<file path="config.mk">
export PLATFORM = sky130hd
export DESIGN_NAME = keypad_switch_debounce_scanner
export DESIGN_NICKNAME = d
export VERILOG_FILES = /design/src/rtl/core/kdb_pkg.sv /design/src/rtl/core/kdb_front.sv /design/src/rtl/core/kdb_queue.sv /design/src/rtl/core/kdb_back.sv /design/src/rtl/core/keypad_switch_debounce_scanner.sv
export SDC_FILE = /design/constraint.sdc
export NUM_CORES = 1
export LEC_CHECK = 0
export CAP_MARGIN = 30
export CORE_MARGIN = 5
export CORE_UTILIZATION = 60
export CTS_CLUSTER_SIZE = 25
export DETAILED_ROUTE_END_ITERATION = 8
export DONT_BUFFER_PORTS = 1
export GPL_TIMING_DRIVEN = 0
export PLACE_DENSITY_LB_ADDON = 0.2
export SYNTH_ARGS = -nofsm -noshare
export SYNTH_HDL_FRONTEND = slang
export SYNTH_HIERARCHICAL = 1
export SYNTH_SLANG_ARGS = --single-unit
</file>
<file path="constraint.sdc">
create_clock -name clk -period 5.15 [get_ports clk]
set_input_delay 0 -clock clk [delete_from_list [all_inputs] [get_ports clk]]
set_output_delay 0 -clock clk [all_outputs]
set_load 0.005 [all_outputs]
</file>
<file path="src/rtl/core/kdb_pkg.sv">
// Package for the keypad and switch debounce scanner: types, register codes,
// reset values and the per-input debounce step. No dependencies.
`default_nettype none

package kdb_pkg;

	// default geometry
	localparam int NUM_SWITCHES_DEF = 4;
	localparam int KEY_ROWS_DEF     = 4;
	localparam int KEY_COLS_DEF     = 4;

	// counter and register widths
	localparam int CNT_W      = 9;
	localparam int DT_W       = 8;
	localparam int CFG_IDX_W  = 2;
	localparam int CFG_DATA_W = 8;

	localparam logic [CNT_W-1:0] CNT_MAX       = 9'd511;
	localparam logic [DT_W-1:0]  DEBOUNCE_RST  = 8'd30;

	// configuration register indexes
	localparam logic [CFG_IDX_W-1:0] REG_DEBOUNCE  = 2'd0;
	localparam logic [CFG_IDX_W-1:0] REG_SW_ENABLE = 2'd1;
	localparam logic [CFG_IDX_W-1:0] REG_KP_ENABLE = 2'd2;

	// event codes
	localparam logic EV_SRC_SWITCH = 1'b0;
	localparam logic EV_SRC_KEY    = 1'b1;
	localparam logic EV_PRESS      = 1'b0;
	localparam logic EV_RELEASE    = 1'b1;

	// depth of the queue between the front and the back
	localparam int QUEUE_DEPTH = 2;

	typedef struct packed {
		logic [DT_W-1:0] debounce_ticks;
		logic            switch_enable;
		logic            keypad_enable;
	} cfg_t;

	typedef struct packed {
		logic [CNT_W-1:0] cnt;
		logic             down;
		logic             press_ev;
		logic             release_ev;
	} dbn_res_t;

	// width of the event position field
	function automatic int pos_width(int nk, int ns);
		int w;
		w = $clog2(nk);
		if ($clog2(ns) > w) w = $clog2(ns);
		if (w < 1) w = 1;
		return w;
	endfunction

	// one debounce update for a single switch or key
	function automatic dbn_res_t debounce_step(logic level, logic [CNT_W-1:0] cnt, logic down,
			logic [DT_W-1:0] dt);
		dbn_res_t r;
		r.cnt        = cnt;
		r.down       = down;
		r.press_ev   = 1'b0;
		r.release_ev = 1'b0;
		if (!level) begin
			r.cnt = '0;
			if (down) begin
				r.down       = 1'b0;
				r.release_ev = 1'b1;
			end
		end else if (!down) begin
			if (cnt != CNT_MAX) r.cnt = cnt + 1'b1;
			if (cnt >= CNT_W'(dt)) begin
				r.down     = 1'b1;
				r.press_ev = 1'b1;
			end
		end
		return r;
	endfunction

endpackage

`default_nettype wire

</file>
<file path="src/rtl/core/kdb_front.sv">
// Front part of the scanner: takes scan ticks, updates the debounce counters and
// pressed flags of enabled inputs, and pushes the tick's event mask into the queue. Uses kdb_pkg.
`default_nettype none

module kdb_front #(
	parameter int NUM_SWITCHES = kdb_pkg::NUM_SWITCHES_DEF,
	parameter int KEY_ROWS     = kdb_pkg::KEY_ROWS_DEF,
	parameter int KEY_COLS     = kdb_pkg::KEY_COLS_DEF,
	localparam int NUM_KEYS    = KEY_ROWS * KEY_COLS,
	localparam int NUM_EV      = NUM_SWITCHES + NUM_KEYS
) (
	input  wire                    clk,
	input  wire                    arst_n,
	input  kdb_pkg::cfg_t          cfg,
	input  wire                    in_valid,
	output logic                   in_stall,
	input  wire [NUM_SWITCHES-1:0] switch_levels,
	input  wire [NUM_KEYS-1:0]     key_levels,
	input  wire                    q_full,
	output logic                   push,
	output logic [NUM_EV-1:0]      push_mask,
	output logic [NUM_EV-1:0]      push_type
);
	import kdb_pkg::*;

	logic [CNT_W-1:0] sw_cnt_q  [NUM_SWITCHES];
	logic             sw_down_q [NUM_SWITCHES];
	logic [CNT_W-1:0] key_cnt_q [NUM_KEYS];
	logic             key_down_q[NUM_KEYS];
	dbn_res_t         sw_res    [NUM_SWITCHES];
	dbn_res_t         key_res   [NUM_KEYS];
	logic             accept;
	logic             scan_keys;

	// transaction taken whenever the queue has room
	assign in_stall  = q_full;
	assign accept    = in_valid && !q_full;
	assign scan_keys = !(|switch_levels) && cfg.keypad_enable;

	// next debounce state of every input
	always_comb begin
		for (int i = 0; i < NUM_SWITCHES; i++) begin
			sw_res[i] = debounce_step(switch_levels[i], sw_cnt_q[i], sw_down_q[i],
				cfg.debounce_ticks);
		end
		for (int k = 0; k < NUM_KEYS; k++) begin
			key_res[k] = debounce_step(key_levels[k], key_cnt_q[k], key_down_q[k],
				cfg.debounce_ticks);
		end
	end

	// debounce state, updated once per accepted tick
	always_ff @(posedge clk or negedge arst_n) begin
		if (!arst_n) begin
			for (int i = 0; i < NUM_SWITCHES; i++) begin
				sw_cnt_q[i]  <= '0;
				sw_down_q[i] <= 1'b0;
			end
			for (int k = 0; k < NUM_KEYS; k++) begin
				key_cnt_q[k]  <= '0;
				key_down_q[k] <= 1'b0;
			end
		end else if (accept) begin
			if (cfg.switch_enable) begin
				for (int i = 0; i < NUM_SWITCHES; i++) begin
					sw_cnt_q[i]  <= sw_res[i].cnt;
					sw_down_q[i] <= sw_res[i].down;
				end
			end
			if (scan_keys) begin
				for (int k = 0; k < NUM_KEYS; k++) begin
					key_cnt_q[k]  <= key_res[k].cnt;
					key_down_q[k] <= key_res[k].down;
				end
			end
		end
	end

	// event slots: switches first, then keys column by column
	for (genvar i = 0; i < NUM_SWITCHES; i++) begin : g_sw_slot
		assign push_mask[i] = cfg.switch_enable && (sw_res[i].press_ev || sw_res[i].release_ev);
		assign push_type[i] = sw_res[i].release_ev ? EV_RELEASE : EV_PRESS;
	end
	for (genvar r = 0; r < KEY_ROWS; r++) begin : g_row
		for (genvar c = 0; c < KEY_COLS; c++) begin : g_col
			localparam int K    = r * KEY_COLS + c;
			localparam int SLOT = NUM_SWITCHES + c * KEY_ROWS + r;
			assign push_mask[SLOT] = scan_keys && (key_res[K].press_ev || key_res[K].release_ev);
			assign push_type[SLOT] = key_res[K].release_ev ? EV_RELEASE : EV_PRESS;
		end
	end

	// ticks without events leave nothing in the queue
	assign push = accept && (|push_mask);

endmodule

`default_nettype wire

</file>
<file path="src/rtl/core/kdb_queue.sv">
// Short queue of pending event masks between the front and the back.
// Register based; uses kdb_pkg for its depth.
`default_nettype none

module kdb_queue #(
	parameter int W = 2
) (
	input  wire          clk,
	input  wire          arst_n,
	input  wire          push,
	input  wire  [W-1:0] push_data,
	output logic         full,
	input  wire          pop,
	output logic [W-1:0] head_data,
	output logic         not_empty
);
	import kdb_pkg::*;

	localparam int PTR_W = (QUEUE_DEPTH > 1) ? $clog2(QUEUE_DEPTH) : 1;
	localparam int CNT_W_Q = $clog2(QUEUE_DEPTH + 1);
	localparam logic [PTR_W-1:0] LAST_PTR = PTR_W'(QUEUE_DEPTH - 1);

	logic [W-1:0]       data_q [QUEUE_DEPTH];
	logic [PTR_W-1:0]   wr_ptr_q;
	logic [PTR_W-1:0]   rd_ptr_q;
	logic [CNT_W_Q-1:0] count_q;
	logic               do_push;
	logic               do_pop;

	assign full      = (count_q == CNT_W_Q'(QUEUE_DEPTH));
	assign not_empty = (count_q != '0);
	assign do_push   = push && !full;
	assign do_pop    = pop && not_empty;
	assign head_data = data_q[rd_ptr_q];

	// entry storage
	always_ff @(posedge clk) begin
		if (do_push) data_q[wr_ptr_q] <= push_data;
	end

	// pointers and fill level
	always_ff @(posedge clk or negedge arst_n) begin
		if (!arst_n) begin
			wr_ptr_q <= '0;
			rd_ptr_q <= '0;
			count_q  <= '0;
		end else begin
			if (do_push) wr_ptr_q <= (wr_ptr_q == LAST_PTR) ? '0 : wr_ptr_q + 1'b1;
			if (do_pop)  rd_ptr_q <= (rd_ptr_q == LAST_PTR) ? '0 : rd_ptr_q + 1'b1;
			if (do_push && !do_pop)      count_q <= count_q + 1'b1;
			else if (do_pop && !do_push) count_q <= count_q - 1'b1;
		end
	end

endmodule

`default_nettype wire

</file>
<file path="src/rtl/core/kdb_back.sv">
// Back part of the scanner: takes event masks from the queue and sends the
// events out one per cycle while out_stall is low, through the output register. Uses kdb_pkg.
`default_nettype none

module kdb_back #(
	parameter int NUM_SWITCHES = kdb_pkg::NUM_SWITCHES_DEF,
	parameter int KEY_ROWS     = kdb_pkg::KEY_ROWS_DEF,
	parameter int KEY_COLS     = kdb_pkg::KEY_COLS_DEF,
	localparam int NUM_KEYS    = KEY_ROWS * KEY_COLS,
	localparam int NUM_EV      = NUM_SWITCHES + NUM_KEYS,
	localparam int POS_W       = kdb_pkg::pos_width(NUM_KEYS, NUM_SWITCHES)
) (
	input  wire               clk,
	input  wire               arst_n,
	input  wire               q_not_empty,
	input  wire  [NUM_EV-1:0] q_mask,
	input  wire  [NUM_EV-1:0] q_type,
	output logic              q_pop,
	output logic              out_valid,
	input  wire               out_stall,
	output logic              event_source,
	output logic              event_type,
	output logic [POS_W-1:0]  position,
	output logic              last
);
	import kdb_pkg::*;

	logic [POS_W-1:0]  slot_pos [NUM_EV];
	logic [NUM_EV-1:0] slot_src;
	logic              cur_valid_q;
	logic [NUM_EV-1:0] cur_mask_q;
	logic [NUM_EV-1:0] cur_type_q;
	logic              out_valid_q;
	logic              src_q;
	logic              type_q;
	logic [POS_W-1:0]  pos_q;
	logic              last_q;
	logic [NUM_EV-1:0] lowbit;
	logic [NUM_EV-1:0] rest;
	logic              out_free;
	logic              emit;
	logic              cur_done;
	logic              load;
	logic              sel_src;
	logic              sel_type;
	logic [POS_W-1:0]  sel_pos;

	// source and position of each event slot
	for (genvar j = 0; j < NUM_EV; j++) begin : g_slot
		if (j < NUM_SWITCHES) begin : g_sw
			assign slot_pos[j] = POS_W'(j);
			assign slot_src[j] = EV_SRC_SWITCH;
		end else begin : g_key
			localparam int K = j - NUM_SWITCHES;
			assign slot_pos[j] = POS_W'((K % KEY_ROWS) * KEY_COLS + K / KEY_ROWS);
			assign slot_src[j] = EV_SRC_KEY;
		end
	end

	// lowest pending event of the current tick
	assign lowbit   = cur_mask_q & (~cur_mask_q + 1'b1);
	assign rest     = cur_mask_q & ~lowbit;
	assign out_free = !out_valid_q || !out_stall;
	assign emit     = cur_valid_q && out_free;
	assign cur_done = emit && (rest == '0);
	assign load     = (!cur_valid_q || cur_done) && q_not_empty;
	assign q_pop    = load;

	always_comb begin
		sel_src  = 1'b0;
		sel_type = 1'b0;
		sel_pos  = '0;
		for (int j = 0; j < NUM_EV; j++) begin
			if (lowbit[j]) begin
				sel_src  = sel_src | slot_src[j];
				sel_type = sel_type | cur_type_q[j];
				sel_pos  = sel_pos | slot_pos[j];
			end
		end
	end

	// working mask of the tick being sent out
	always_ff @(posedge clk or negedge arst_n) begin
		if (!arst_n) begin
			cur_valid_q <= 1'b0;
		end else if (load) begin
			cur_valid_q <= 1'b1;
		end else if (cur_done) begin
			cur_valid_q <= 1'b0;
		end
	end

	always_ff @(posedge clk) begin
		if (load) begin
			cur_mask_q <= q_mask;
			cur_type_q <= q_type;
		end else if (emit) begin
			cur_mask_q <= rest;
		end
	end

	// output register
	always_ff @(posedge clk or negedge arst_n) begin
		if (!arst_n) begin
			out_valid_q <= 1'b0;
		end else if (out_free) begin
			out_valid_q <= emit;
		end
	end

	always_ff @(posedge clk) begin
		if (emit) begin
			src_q  <= sel_src;
			type_q <= sel_type;
			pos_q  <= sel_pos;
			last_q <= (rest == '0);
		end
	end

	assign out_valid    = out_valid_q;
	assign event_source = src_q;
	assign event_type   = type_q;
	assign position     = pos_q;
	assign last         = last_q;

endmodule

`default_nettype wire

</file>
<file path="src/rtl/core/keypad_switch_debounce_scanner.sv">
// Keypad and switch debounce scanner. Each accepted scan tick updates the debounce
// counters and pressed flags of enabled switches and scanned keys in the cycle it
// is taken, so ticks can be accepted back to back; the tick's events then leave one
// per cycle while out_stall is low, through the output register, switches first and
// keys column by column, with last set on the final event of the tick. A tick has
// at most NUM_SWITCHES + KEY_ROWS*KEY_COLS events, 20 by default; a tick with no
// events puts nothing in the queue. The event serializer sets the rate, and a
// two-tick queue between the debounce front and the serializer means in_stall rises
// only when two ticks' events are still waiting. Configuration writes are always ready.
// Top level; uses kdb_pkg, kdb_front, kdb_queue and kdb_back.
`default_nettype none

module keypad_switch_debounce_scanner #(
	parameter int NUM_SWITCHES = kdb_pkg::NUM_SWITCHES_DEF,
	parameter int KEY_ROWS     = kdb_pkg::KEY_ROWS_DEF,
	parameter int KEY_COLS     = kdb_pkg::KEY_COLS_DEF,
	localparam int NUM_KEYS    = KEY_ROWS * KEY_COLS,
	localparam int POS_W       = kdb_pkg::pos_width(NUM_KEYS, NUM_SWITCHES)
) (
	input  wire                               clk,
	input  wire                               arst_n,
	// configuration write channel
	input  wire                               cfg_valid,
	output logic                              cfg_ready,
	input  wire  [kdb_pkg::CFG_IDX_W-1:0]     cfg_index,
	input  wire  [kdb_pkg::CFG_DATA_W-1:0]    cfg_data,
	// scan tick input
	input  wire                               in_valid,
	output logic                              in_stall,
	input  wire  [NUM_SWITCHES-1:0]           switch_levels,
	input  wire  [NUM_KEYS-1:0]               key_levels,
	// event output
	output logic                              out_valid,
	input  wire                               out_stall,
	output logic                              event_source,
	output logic                              event_type,
	output logic [POS_W-1:0]                  position,
	output logic                              last
);
	import kdb_pkg::*;

	localparam int NUM_EV = NUM_SWITCHES + NUM_KEYS;

	cfg_t                cfg_q;
	logic                push;
	logic [NUM_EV-1:0]   push_mask;
	logic [NUM_EV-1:0]   push_type;
	logic                q_full;
	logic                q_pop;
	logic                q_not_empty;
	logic [2*NUM_EV-1:0] q_head;

	// configuration registers
	assign cfg_ready = 1'b1;

	always_ff @(posedge clk or negedge arst_n) begin
		if (!arst_n) begin
			cfg_q.debounce_ticks <= DEBOUNCE_RST;
			cfg_q.switch_enable  <= 1'b0;
			cfg_q.keypad_enable  <= 1'b0;
		end else if (cfg_valid && cfg_ready) begin
			case (cfg_index)
				REG_DEBOUNCE:  cfg_q.debounce_ticks <= cfg_data[DT_W-1:0];
				REG_SW_ENABLE: cfg_q.switch_enable  <= cfg_data[0];
				REG_KP_ENABLE: cfg_q.keypad_enable  <= cfg_data[0];
				default: ;
			endcase
		end
	end

	// debounce front
	kdb_front #(
		.NUM_SWITCHES(NUM_SWITCHES),
		.KEY_ROWS(KEY_ROWS),
		.KEY_COLS(KEY_COLS)
	) u_front (
		.clk(clk),
		.arst_n(arst_n),
		.cfg(cfg_q),
		.in_valid(in_valid),
		.in_stall(in_stall),
		.switch_levels(switch_levels),
		.key_levels(key_levels),
		.q_full(q_full),
		.push(push),
		.push_mask(push_mask),
		.push_type(push_type)
	);

	// pending ticks
	kdb_queue #(
		.W(2 * NUM_EV)
	) u_queue (
		.clk(clk),
		.arst_n(arst_n),
		.push(push),
		.push_data({push_type, push_mask}),
		.full(q_full),
		.pop(q_pop),
		.head_data(q_head),
		.not_empty(q_not_empty)
	);

	// event serializer
	kdb_back #(
		.NUM_SWITCHES(NUM_SWITCHES),
		.KEY_ROWS(KEY_ROWS),
		.KEY_COLS(KEY_COLS)
	) u_back (
		.clk(clk),
		.arst_n(arst_n),
		.q_not_empty(q_not_empty),
		.q_mask(q_head[NUM_EV-1:0]),
		.q_type(q_head[2*NUM_EV-1:NUM_EV]),
		.q_pop(q_pop),
		.out_valid(out_valid),
		.out_stall(out_stall),
		.event_source(event_source),
		.event_type(event_type),
		.position(position),
		.last(last)
	);

endmodule

`default_nettype wire

</file>
==> qor.csv, run 1 <==
metric,value,unit
place_hpwl,34700,µm
clk_latency,530,ps
slew_viol_final,0,
seq_area_frac_synth,45.0,%
worstHoldStart,key_levels[14],
hold_class,input port to flip-flop,
cp_data_required_time,5600,ps
wl,49600,µm
crit_buf_inv,3,
synth_edf_count,127,
instances_no_fill,2555,
clkTransAtPathRegs,60,ps
drive_above_1_share,11.4,%
synth_nets,2216,
nets,2312,
rows,67,
avgSynthCellArea,10.4,µm²
ir_drop,0.374,mV
grt-ovfl-total,0,
worstReg2RegEnd,u_queue/count_q[1]$_DFFE_PN0P_,
cts_tree,done,
dpl.cell_count,2440,
worstHoldPathCells,2,
grt_max_degree,217,
grtUsageTotal,26.0,%
yosysTopAreaCell,dfrtp_1,
cts.sinks,343,
cpPeakStageDelay,580,ps
p_switching,2.70,mW
path_depth,17,
root_buffer,clkbuf_16,
startpoint_type,flip-flop,
critical_path_class,flip-flop to flip-flop,
critPathArrivalTime,4910,ps
chipWidth,195,µm
power_density,377,mW/mm²
slew_headroom,17.0,%
synthTopCellsByArea,"dfrtp_1 26%, edfxtp_1 19%, ha_1 12%",
internal_power,6.08,mW
synth_cell_types,87,
synth_top_area_share,25.9,%
cts_made_buffers,39,
leakage,10.2,nW
clock_skew,9.62,ps
hold-path-endpoint,u_queue/data_q[1][15]$_DFFE_PP_,
period_needed,4460,ps
end_kind,flip-flop,
cp_slowest_cell,a2111oi_0,
reg2reg_slack,690,ps
hold_viol,0,
drtIter0Drc,1113,
port_buffers,0,
viasPerCell,6.09,
grt_first_pass_wirelength,81000,µm
crit_chain,inv_1 -> buf_16 -> ha_1 -> a211oi_1 -> nor2_1 -> a2111oi_0 -> nor2_1 -> o21a_1 -> nor4_1 -> and4b_1 -> a31oi_1 -> nand2_1 -> inv_1 -> ha_1 -> xor2_1 -> nor2_1 -> xor2_1,
fmax,0.224,GHz
dieHeight,195,µm
start_util,61.0,%
sw_frac_of_total,30.7,%
clock_path_buffers,3,
worstMarginPinSlew,1240,ps
syn_inst,1980,
setup_tns,0,ps
cp_common_cell,nor2_1,
ys.flop_type,dfrtp_1,
fin_crit_sh,86.5,%
area_growth,13.4,%
gp_congestion,0.933,
max-cap-violations,0,
ys_seq_elements,343,
drc,0,
dieArea,0.0380,mm²
vias,15600,
r2r_cells,17,
rsz0062_at_grt,no,
cts_setup_buffers,0,
yosys-top-cells-count,"221 x nor2_1, 212 x dfrtp_1, 201 x ha_1",
clock_power_share,34.9,%
p_seq_share,41.5,%
synth.most_common_cell,nor2_1,
crit_fanout,14,
antenna_found_initial,1,
r2r-start,cfg_q[7]$_DFFE_PN0P_,
io_pins,45,
syn_area,0.0205,mm²
status,"finished, final reports clean",
setup_viol,0,
grt_pass1_vias,15600,
ant_nets,0,
synthArstFlopShare,63.0,%
combPwrFrac,23.6,%
dr.pass1.iters,5,
critical_path.top_delay_family,compound AO/OA/AOI/OAI gates,
htree_levels,2,
core_area,0.0336,mm²
synth_warnings,6,
wl_per_cell,19.4,µm
[cells by family (layout without fill, tap and decap cells)]
kind of cell | count (synthesis) | after routing | synth area share (%)
fa+ha+maj | 204 | 204 | 12.4
other cells | 1 | 2 | 0.0183
buf+inv | 150 | 276 | 3.88
simple gates | 767 | 767 | 18.7
compound gates | 369 | 369 | 12.3
flops | 343 | 343 | 45.0
mux | 60 | 60 | 3.99
xor+xnor | 86 | 86 | 3.67
[layout by cell type, fill, tap and decap left out, types with 20 or more instances in the layout]
cell           instances
mux2_4                39
buf_4                 22
a21oi_1               80
nor3_1                34
o211ai_1              20
xnor2_1               23
dlygate4sd3_1         42
inv_1                 90
o21ai_0               99
or3_1                 40
nor2b_1               39
nand2_1              152
edfxtp_1             127
xor2_1                63
nand3_1               87
and3_1                34
ha_1                 201
nand4_1               63
clkbuf_16             41
nor2_1               220
dfrtp_1              212
a21o_1                24
a211oi_1              22
[worst max path at each step]
| stage | from | to | slack [ps] |
|---|---|---|---|
| after detailed placement | cfg_q[7]$_DFFE_PN0P_ | u_queue/count_q[1]$_DFFE_PN0P_ | 770 |
| after global placement | cfg_q[9]$_DFFE_PN0P_ | u_queue/data_q[0][23]$_DFFE_PP_ | -1330 |
| final | cfg_q[7]$_DFFE_PN0P_ | u_queue/count_q[1]$_DFFE_PN0P_ | 690 |
| after floorplan | cfg_q[4]$_DFFE_PN1P_ | u_queue/data_q[0][0]$_DFFE_PP_ | 710 |
| after global routing | cfg_q[2]$_DFFE_PN0P_ | u_queue/count_q[1]$_DFFE_PN0P_ | 220 |
| after CTS | cfg_q[8]$_DFFE_PN0P_ | u_queue/count_q[1]$_DFFE_PN0P_ | 700 |
[routing by layer]
layer	vias to the layer above	GRT usage, %	wire length, µm
li1	7419	-	-
met1	7578	35.7	21800
met2	450	43.1	23400
met3	122	3.93	2930
met4	0	7.91	1550
met5	-	0	0
[through the flow]
step	power, mW	setup WS [ps]	hold WS [ps]	utilization (%)	cell area (µm²)
6_report	8.77	694	18.9	69.2	23200
5_1_grt	9.27	216	18.5	69.2	23200
4_1_cts	8.80	699	10.4	69.2	23200
3_5_place_dp	5.65	775	-285	63.6	21400
3_3_place_gp	5.43	-1330	-285	62.7	21100
2_1_floorplan	4.99	706	-296	-	20500
[registers in the layout (all words and copies together) (netlist names), 2 cells and up]
name	cells
u_queue/data_q	80
u_front/sw_down_q	4
u_front/sw_cnt_q	36
u_back/position	4
u_front/key_down_q	16
u_back/cur_mask_q	20
u_queue/count_q	2
u_back/cur_type_q	20
cfg_q	10
u_front/key_cnt_q	144
[power groups by stage]
stage               combinational [mW]  clock (mW)  sequential (mW)
global route                      2.35        3.23             3.70
global placement                  1.77           0             3.67
finish                            2.07        3.06             3.64
detailed placement                1.97           0             3.68
floorplan                         1.41           0             3.58
CTS                               2.07        3.10             3.63
[repair_timing]
item,in CTS,in global routing
hold buffers,43,0
gates resized for setup,0,0
hold endpoints to repair,491,0
[layout make-up]
class / count / area, µm²
inverter: 90 / 338
multi-input combinational: 1487 / 10500
clock inverter: 22 / 330
sequential: 343 / 9220
antenna: 1 / 2.50
clock buffer: 49 / 1100
timing repair buffer: 55 / 751
buffer: 60 / 458
tap: 448 / 561
fill: 2440 / 10400
(Power assumes the default switching activity.)
==> run 2, diff against run 1 <==
- SYNTH_HIERARCHICAL: 1 -> default
==> qor.csv, run 2 <==
metric,value,unit
n_antenna_cell,0,
instances_no_fill,2553,
critical_path.top_delay_family,compound AO/OA/AOI/OAI gates,
port_buffers,0,
cts_tree,done,
grt_max_degree,217,
grt-ovfl-total,0,
clock_power_share,29.1,%
worstReg2RegEnd,u_queue.count_q[1]$_DFFE_PN0P_,
grtUsageTotal,27.3,%
power,9.26,mW
critPathArrivalTime,5030,ps
chipWidth,191,µm
clk_latency,520,ps
ir_drop,0.324,mV
hold_viol,0,
syn_inst,1980,
grt_pass1_vias,15300,
synth.most_common_cell,nor2_1,
htree_levels,2,
synth_warnings,0,
setup_viol,0,
r2r-start,cfg_q[3]$_DFFE_PN1P_,
clock_path_buffers,3,
leakage,9.67,nW
dieHeight,191,µm
clock_skew,21.1,ps
hold_buffers,49,
wl_met2,23300,µm
cts.sinks,343,
postLayoutSetupSlackWorst,550,ps
syn_area,0.0197,mm²
power_density,414,mW/mm²
end_kind,flip-flop,
root_buffer,clkbuf_16,
viasPerCell,6.08,
clkTransAtPathRegs,60,ps
critical_path_class,flip-flop to flip-flop,
cts_made_buffers,38,
top_layer_used,met4,
avgSynthCellArea,9.97,µm²
dieArea,0.0366,mm²
crit_fanout,13,
cp_data_required_time,5580,ps
wl_met3,2980,µm
rsz0062_at_grt,no,
p_switching,3.15,mW
rows,66,
synthTopCellsByArea,"dfrtp_1 27%, edfxtp_1 19%, ha_1 13%",
synth_cell_types,76,
post_cts_resized,0,
grt_first_pass_wirelength,80400,µm
mostFrequentLayoutCells,"246 x nor2_1, 212 x dfrtp_1, 201 x ha_1",
fin_crit_sh,89.3,%
crit_buf_inv,4,
drtIter0Drc,1232,
synth_top_area_share,26.9,%
reg.largest.list,"u_front.key_cnt_q: 144 flops, u_queue.data_q: 80 flops, u_front.sw_cnt_q: 36 flops",
io_pins,45,
r2r_cells,14,
synthArstFlopShare,63.0,%
ys_seq_elements,343,
regMostFlops,u_front.key_cnt_q,
synth_edf_count,127,
p_seq_share,41.5,%
max-cap-violations,0,
wl,49200,µm
antenna_found_initial,0,
seq_area_frac_synth,46.7,%
period_needed,4600,ps
startpoint_type,flip-flop,
combPwrFrac,29.4,%
met1_length,21500,µm
hold-path-endpoint,u_queue.data_q[1][4]$_DFFE_PP_,
yosysTopAreaCell,dfrtp_1,
wl_per_cell,19.3,µm
gp_congestion,0.928,
ys.flop_type,dfrtp_1,
start_util,60.7,%
place_hpwl,33400,µm
drive_above_1_share,7.63,%
slew_headroom,0.0789,%
final_common_cell,nor2_1,
hold_class,input port to flip-flop,
nets,2318,
ant_nets,0,
dr.pass1.iters,5,
yosys-top-cells-count,"248 x nor2_1, 212 x dfrtp_1, 201 x ha_1",
slew_viol_final,0,
place_ws,680,ps
reg2reg_slack,550,ps
status,"finished, final reports clean",
fmax,0.217,GHz
area_growth,13.2,%
drc,0,
cp_slowest_cell,or4_1,
largest_register_ffs,144,
sw_frac_of_total,34.0,%
worstHoldPathCells,3,
worstMarginPinSlew,1500,ps
cpPeakStageDelay,560,ps
internal_power,6.11,mW
vias,15500,
core_area,0.0325,mm²
cts_setup_buffers,0,
crit_chain,inv_1 -> buf_16 -> ha_1 -> a2111oi_0 -> nor3_1 -> a31oi_1 -> a21oi_1 -> or4_1 -> o41ai_1 -> buf_2 -> inv_1 -> ha_1 -> nor2_1 -> xor2_1,
synth_nets,2216,
dpl.cell_count,2434,
worstHoldStart,key_levels[0],
==> run 2: cell types whose count changed in the layout (fill, tap and decap cells not counted), moves of 14 or more <==
| cell | change |
|---|---|
| nand3_1 | +23 |
| a21o_1 | -15 |
| a21oi_1 | +36 |
| clkbuf_1 | +14 |
| mux2_4 | -39 |
| and3_1 | -25 |
| nor2_1 | +26 |
| buf_4 | -21 |
| nand4_1 | -20 |
| mux2i_1 | +25 |
| o21ai_0 | +20 |
==> run 2: how the worst max path moves through the flow <==
stage / from / to / slack (ps) / cells past startpoint
2_1_floorplan: cfg_q[4]$_DFFE_PN1P_ / u_queue.data_q[0][0]$_DFFE_PP_ / 960 / 10
3_3_place_gp: cfg_q[9]$_DFFE_PN0P_ / u_queue.data_q[0][8]$_DFFE_PP_ / -1470 / 10
3_5_place_dp: cfg_q[3]$_DFFE_PN1P_ / u_queue.count_q[1]$_DFFE_PN0P_ / 680 / 14
4_1_cts: cfg_q[3]$_DFFE_PN1P_ / u_queue.count_q[1]$_DFFE_PN0P_ / 660 / 14
5_1_grt: cfg_q[7]$_DFFE_PN0P_ / u_queue.count_q[1]$_DFFE_PN0P_ / 280 / 14
6_report: cfg_q[3]$_DFFE_PN1P_ / u_queue.count_q[1]$_DFFE_PN0P_ / 550 / 14
==> run 2: logic make-up (layout without fill, tap and decap cells) <==
| family | count (synthesis) | count (layout) | synth area share, % |
|---|---|---|---|
| compound gates | 391 | 391 | 12.3 |
| xor+xnor | 79 | 79 | 3.54 |
| fa+ha+maj | 203 | 203 | 12.8 |
| buf+inv | 141 | 272 | 2.90 |
| flops | 343 | 343 | 46.7 |
| mux | 55 | 55 | 2.95 |
| other cells | 1 | 1 | 0.0190 |
| simple gates | 767 | 767 | 18.7 |
==> run 2: power groups by stage <==
stage          Sequential [mW]  Combinational, mW  Clock (mW)
2_1_floorplan             3.74               1.89           0
3_3_place_gp              3.86               2.37           0
3_5_place_dp              3.87               2.60           0
4_1_cts                   3.82               2.70        2.73
5_1_grt                   3.91               3.07        2.85
6_report                  3.84               2.72        2.69
==> run 2: worst reg2reg max path: cells and delay by family, from the launching register on <==
family                     cells  cell delay [ps]
AOI/OAI and AO/OA              4             1500
xor gates and xnor gates       1              150
adders and majority gates      2              600
buffers and inverters          4              900
DFF                            1              530
and+or+nand+nor                3              830
==> run 2: layer usage <==
layer,up-vias,track usage (%)
li1,7366,-
met1,7539,38.2
met2,519,45.1
met3,103,3.49
met4,0,7.87
met5,-,0
==> run 2: final cells by class <==
cell class,instances,area [µm²]
sequential,343,9220
fill,2442,10200
timing repair buffer,62,792
clock buffer,49,1080
inverter,100,375
tap,442,553
buffer,41,196
clock inverter,20,158
multi-input combinational,1496,9960
==> run 2: through the flow <==
stage               util [%]  cell area [µm²]  setup TNS [ps]  hold WS [ps]
finish                  68.7            22300               0          17.5
global route            68.7            22300               0          25.3
CTS                     68.6            22300               0         0.588
detailed placement      63.3            20600               0          -282
global placement        62.4            20300         -115640          -282
floorplan                  -            19700               0          -296
